`config.mk`:
```
export PLATFORM = sky130hd
export DESIGN_NAME = bmf_ctrl
export DESIGN_NICKNAME = d
export VERILOG_FILES = /design/src/rtl/core/bmf_pkg.sv /design/src/rtl/core/bmf_ctrl.sv
export SDC_FILE = /design/constraint.sdc
export NUM_CORES = 1
export LEC_CHECK = 0
export ABC_AREA = 1
export BUFFER_PORTS_ARGS = -buffer_cell sky130_fd_sc_hd__buf_2
export CAP_MARGIN = 20
export CELL_PAD_IN_SITES_DETAIL_PLACEMENT = 1
export CELL_PAD_IN_SITES_GLOBAL_PLACEMENT = 1
export CORE_ASPECT_RATIO = 1.1
export CORE_UTILIZATION = 36
export DETAILED_ROUTE_END_ITERATION = 16
export GPL_ROUTABILITY_DRIVEN = 0
export GPL_TIMING_DRIVEN = 0
export PLACE_DENSITY = 0.76
export REMOVE_ABC_BUFFERS = 1
export SLEW_MARGIN = 20
export SYNTH_ARGS = -nofsm -noshare
export SYNTH_HDL_FRONTEND = slang
export SYNTH_SLANG_ARGS = --single-unit
```
`constraint.sdc`:
```
create_clock -name clk -period 1.4 [get_ports clk]
set_input_delay 0.07 -clock clk [delete_from_list [all_inputs] [get_ports clk]]
set_output_delay 0.07 -clock clk [all_outputs]
set_load 0.01 [all_outputs]
```
`src/rtl/core/bmf_pkg.sv`:
```
package bmf_pkg;

  localparam int DEF_MAX_WIDTH  = 1024;
  localparam int DEF_MAX_HEIGHT = 1024;

  localparam int CFG_W   = 11;
  localparam int PADDR_W = 3;
  localparam int PDATA_W = 32;

  // Register index codes (byte address bit 2).
  localparam logic REG_WIDTH  = 1'b0;
  localparam logic REG_HEIGHT = 1'b1;

  localparam logic ACT_PIXEL = 1'b0;
  localparam logic ACT_DRAIN = 1'b1;

  localparam int NUM_TAPS  = 9;
  localparam int TAP_W     = 4;
  localparam int SUM_W     = 12;
  localparam int CNT_W     = 4;
  localparam int DIV_STEPS = SUM_W;
  localparam int DIV_W     = 4;

  typedef struct packed {
    logic       action;
    logic [7:0] pixel_value;
  } pix_word_t;

  typedef struct packed {
    logic [7:0] smoothed_value;
    logic [9:0] out_row;
    logic [9:0] out_col;
    logic       image_done;
  } res_word_t;

  typedef struct packed {
    logic             accept;
    logic             tap_start;
    logic             tap_issue;
    logic [TAP_W-1:0] tap;
    logic             div_step;
    logic             next_job;
  } bmf_cmd_t;

  typedef struct packed {
    logic job_valid;
    logic second_pending;
  } bmf_sts_t;

  function automatic logic [1:0] tap_dr(input logic [TAP_W-1:0] k);
    logic [1:0] r;
    case (k)
      4'd0, 4'd1, 4'd2: r = 2'd0;
      4'd3, 4'd4, 4'd5: r = 2'd1;
      default:          r = 2'd2;
    endcase
    return r;
  endfunction

  function automatic logic [1:0] tap_dc(input logic [TAP_W-1:0] k);
    logic [1:0] r;
    case (k)
      4'd0, 4'd3, 4'd6: r = 2'd0;
      4'd1, 4'd4, 4'd7: r = 2'd1;
      default:          r = 2'd2;
    endcase
    return r;
  endfunction

  function automatic logic [1:0] slot_inc(input logic [1:0] s);
    return (s == 2'd2) ? 2'd0 : s + 2'd1;
  endfunction

  function automatic logic [1:0] slot_dec(input logic [1:0] s);
    return (s == 2'd0) ? 2'd2 : s - 2'd1;
  endfunction

endpackage

```
`src/rtl/core/bmf_ctrl.sv`:
```
module bmf_ctrl
  import bmf_pkg::*;
(
  input  logic     clk,
  input  logic     rst,
  input  logic     pix_valid,
  output logic     pix_ready,
  output logic     res_valid,
  input  logic     res_ready,
  input  bmf_sts_t sts,
  output bmf_cmd_t cmd
);

  localparam logic [2:0] S_IDLE  = 3'd0;
  localparam logic [2:0] S_START = 3'd1;
  localparam logic [2:0] S_TAP   = 3'd2;
  localparam logic [2:0] S_DIV   = 3'd3;
  localparam logic [2:0] S_OUT   = 3'd4;

  logic [2:0]       state, state_next;
  logic [TAP_W-1:0] tap_cnt, tap_cnt_next;
  logic [DIV_W-1:0] div_cnt, div_cnt_next;

  always_comb begin
    state_next   = state;
    tap_cnt_next = tap_cnt;
    div_cnt_next = div_cnt;
    cmd          = '0;
    cmd.tap      = tap_cnt;
    pix_ready    = 1'b0;
    res_valid    = 1'b0;
    unique case (state)
      S_IDLE: begin
        pix_ready = 1'b1;
        if (pix_valid) begin
          cmd.accept = 1'b1;
          state_next = S_START;
        end
      end
      S_START: begin
        if (sts.job_valid) begin
          cmd.tap_start = 1'b1;
          tap_cnt_next  = '0;
          state_next    = S_TAP;
        end else begin
          state_next = S_IDLE;
        end
      end
      S_TAP: begin
        // One read is issued per tap; the last cycle only folds in the final read.
        cmd.tap_issue = (tap_cnt < TAP_W'(NUM_TAPS));
        if (tap_cnt == TAP_W'(NUM_TAPS)) begin
          div_cnt_next = '0;
          state_next   = S_DIV;
        end else begin
          tap_cnt_next = tap_cnt + 1'b1;
        end
      end
      S_DIV: begin
        cmd.div_step = 1'b1;
        if (div_cnt == DIV_W'(DIV_STEPS - 1)) begin
          state_next = S_OUT;
        end else begin
          div_cnt_next = div_cnt + 1'b1;
        end
      end
      S_OUT: begin
        res_valid = 1'b1;
        if (res_ready) begin
          if (sts.second_pending) begin
            cmd.next_job  = 1'b1;
            cmd.tap_start = 1'b1;
            tap_cnt_next  = '0;
            state_next    = S_TAP;
          end else begin
            state_next = S_IDLE;
          end
        end
      end
      default: state_next = S_IDLE;
    endcase
  end

  always_ff @(posedge clk) begin
    if (rst) begin
      state   <= S_IDLE;
      tap_cnt <= '0;
      div_cnt <= '0;
    end else begin
      state   <= state_next;
      tap_cnt <= tap_cnt_next;
      div_cnt <= div_cnt_next;
    end
  end

endmodule

```
==> flow_summary.toml <==
[status]
status = "finished clean"

[critical_path]
cp_max_fo = 7
reg2reg_slack_ps = 100
r2r-start = "tap_cnt[1]"
crit_slowest_cell = "dfxtp_4"
worstSetupEndpointType = "output pin"
crit_path_end = "cmd[7]"
crit_path_start_kind = "flop"
r2r_cells = 9
required_ps = 1330
worstPathBufferInverterCount = 2
cp.depth = 5
r2r_end = "div_cnt[3]"
path_class = "reg -> out"
cpPeakStageDelay_ps = 400
critPathLaunch = "state[1]"
crit_family = "simple AND/OR/NAND/NOR gates"
cp_cell_sequence = "inv_1, nand2_1, nor3_1, or2_2, buf_2"
arrival_ps = 1280

[floorplan]
die_h_um = 51.1
start_util_pct = 38.6
fp.dieArea_mm2 = 0.00238
die_w_um = 46.6
rows = 17
io-pin-count = 17
core_mm2 = 0.00204

[logic_synthesis]
syn_area_um2 = 788
synthTopCellsByCount = "nand2_1 (25), inv_1 (17), nand3_1 (14), nor2_1 (14), dfxtp_1 (11)"
synth-edff-count = 0
yosys.cell_types.count = 20
syn_inst = 123
avgSynthCellArea_um2 = 6.41
yosysWarnings = 0
postSynth.asyncResetShare_pct = 0
synth_top_cell_area_share_pct = 27.9
synth_seq_cells = 11
synth_ff_type = "dfxtp_1"
yosysMostFrequentCell = "nand2_1"
synth_seq_area_share_pct = 27.9
synth_area_leaders = "dfxtp_1 (28%), nand2_1 (12%), nand3_1 (8.9%), inv_1 (8.1%), nor2_1 (6.7%)"
synth_area_leader_cell = "dfxtp_1"

[global_routing]
track_usage_pct = 18.8
grt_pass1_vias = 805
antenna_found_initial = 0
grt_pass1_wl_mm = 3.31
grt-ovfl-total = 0
grt_start_max_net_pins = 12

[clock_tree]
cts_root_buffer = "clkbuf_4"
cts_made_buffers = 3
clock-sinks = 11
clk-insertion-delay-late_ps = 270
cts_tree = "done"
htreeDepth = 1
path_clk_slew_ps = 70
cts_buffer_depth = 2

[pwr]
vdd_ir_drop_max_v = 0.000982
fin_total_pwr_mw = 1.97
cellPowerDensity_mw_per_mm2 = 2060
leakagePower_nw = 0.474

[placed_design]
place_area_um2 = 892
dp_hpwl_mm = 1.52
port_buffers = 16

[timing]
fin_crit_ps = 1350
fin_crit_sh_pct = 96.5
max_freq_ghz = 0.740
skew_ps = 1.44
worst_pin_slew_ps = 255
maxSlewViolCount = 0
hold_viol_final = 0
grt_setup_unrepaired = "yes"
setup_violations = 0
slew_headroom_pct = 82.9

[finish]
n_fill_cell = 300
insertedDiodeCount = 0
stdcell_area_um2 = 957
drive_above_1_share_pct = 30.1
multiInputGateArea_um2 = 497
area_growth_pct = 21.4
seq_area_um2 = 236
fin_nets = 154

[detailed_routing]
firstDrtPassIters = 2
vias = 847
routed_via_density = 4.95
drt-total-wl_mm = 1.87
drtAntennaViolNets = 0
routedWlPerCell_um = 10.9
drc_errors = 0
drt-initial-drc-count = 5

[hold_path]
worst_hold_path_type = "in -> reg"

[job]
maxCapViolCount = 0
worst min path at each step:
stage / cells past startpoint / startpoint / slack [ps] / endpoint
floorplan: 1 / rst / 140 / div_cnt[2]
CTS: 2 / rst / 20 / state[2]
finish: 2 / rst / 30 / state[2]
global placement: 2 / rst / 320 / tap_cnt[2]
global route: 2 / rst / 20 / state[2]
detailed placement: 2 / rst / 320 / state[2]
stage by stage:
stage | worst slack [ps] | hold slack, ps | util (%) | TNS, ps | instances
2_1_floorplan | 120 | 139 | - | 0 | 122
3_3_place_gp | 17.0 | 319 | 43.7 | 0 | 166
3_5_place_dp | -39.6 | 323 | 43.7 | -56.5 | 166
4_1_cts | 0.839 | 24.7 | 45.5 | 0 | 170
5_1_grt | -22.5 | 23.8 | 46.9 | -49.1 | 171
6_report | 48.6 | 30.6 | 46.9 | 0 | 171
per-layer routing:
metal | wire length (µm) | track usage [%]
met1 | 860 | 23.3
met2 | 918 | 30.6
met3 | 71 | 5.30
met4 | 17 | 5.71
met5 | 0 | 0
final cells by class:
| class | instances | area share [%] |
|---|---|---|
| Tap cell | 28 | 3.66 |
| Multi-Input combinational cell | 91 | 51.9 |
| Sequential cell | 11 | 24.7 |
| Clock buffer | 4 | 2.75 |
| Inverter | 20 | 7.84 |
| Timing Repair Buffer | 17 | 9.15 |
kinds of logic after synthesis:
family,after synthesis,synth area share [%]
AND/OR/NAND/NOR,74,46.0
buffers and inverters,21,11.0
AO/OA/AOI/OAI,12,7.62
flip-flops,11,27.9
adder cells (fa/ha/maj),4,6.35
XOR/XNOR,1,1.11
cells in the final DEF, fill, tap and decap left out:
cell	n
a21oi_1	10
buf_2	16
buf_4	1
clkbuf_1	1
clkbuf_4	3
dfxtp_1	6
dfxtp_2	1
dfxtp_4	4
ha_1	4
inv_1	17
inv_2	3
nand2_1	24
nand2_2	6
nand2_4	2
nand3_1	13
nand3_2	1
nand3b_1	1
nand4_1	3
nor2_1	13
nor2_2	2
nor2_4	3
nor3_1	5
o21ai_0	1
o21ai_1	1
or2_2	1
xor2_1	1
report_power, final:
| group | switching, mW | total [mW] | internal [mW] | leakage [nW] |
|---|---|---|---|---|
| registers | 0.169 | 0.619 | 0.450 | 0.0930 |
| logic | 0.688 | 1.13 | 0.440 | 0.366 |
| clock network | 0.110 | 0.221 | 0.110 | 0.0150 |
| total | 0.967 | 1.97 | 1.00 | 0.474 |
flip-flops by register name, indices dropped and copies added, names as in the netlist:
signal and cells:
tap_cnt 4, div_cnt 4, state 3
timing repair:
item,in CTS,in global routing
buffers inserted,0,1
pin swaps,0,1
gates resized for setup,6,7
hold buffers,0,0
endpoints found under the setup margin,7,13
Power figures use the tool's default switching activity.
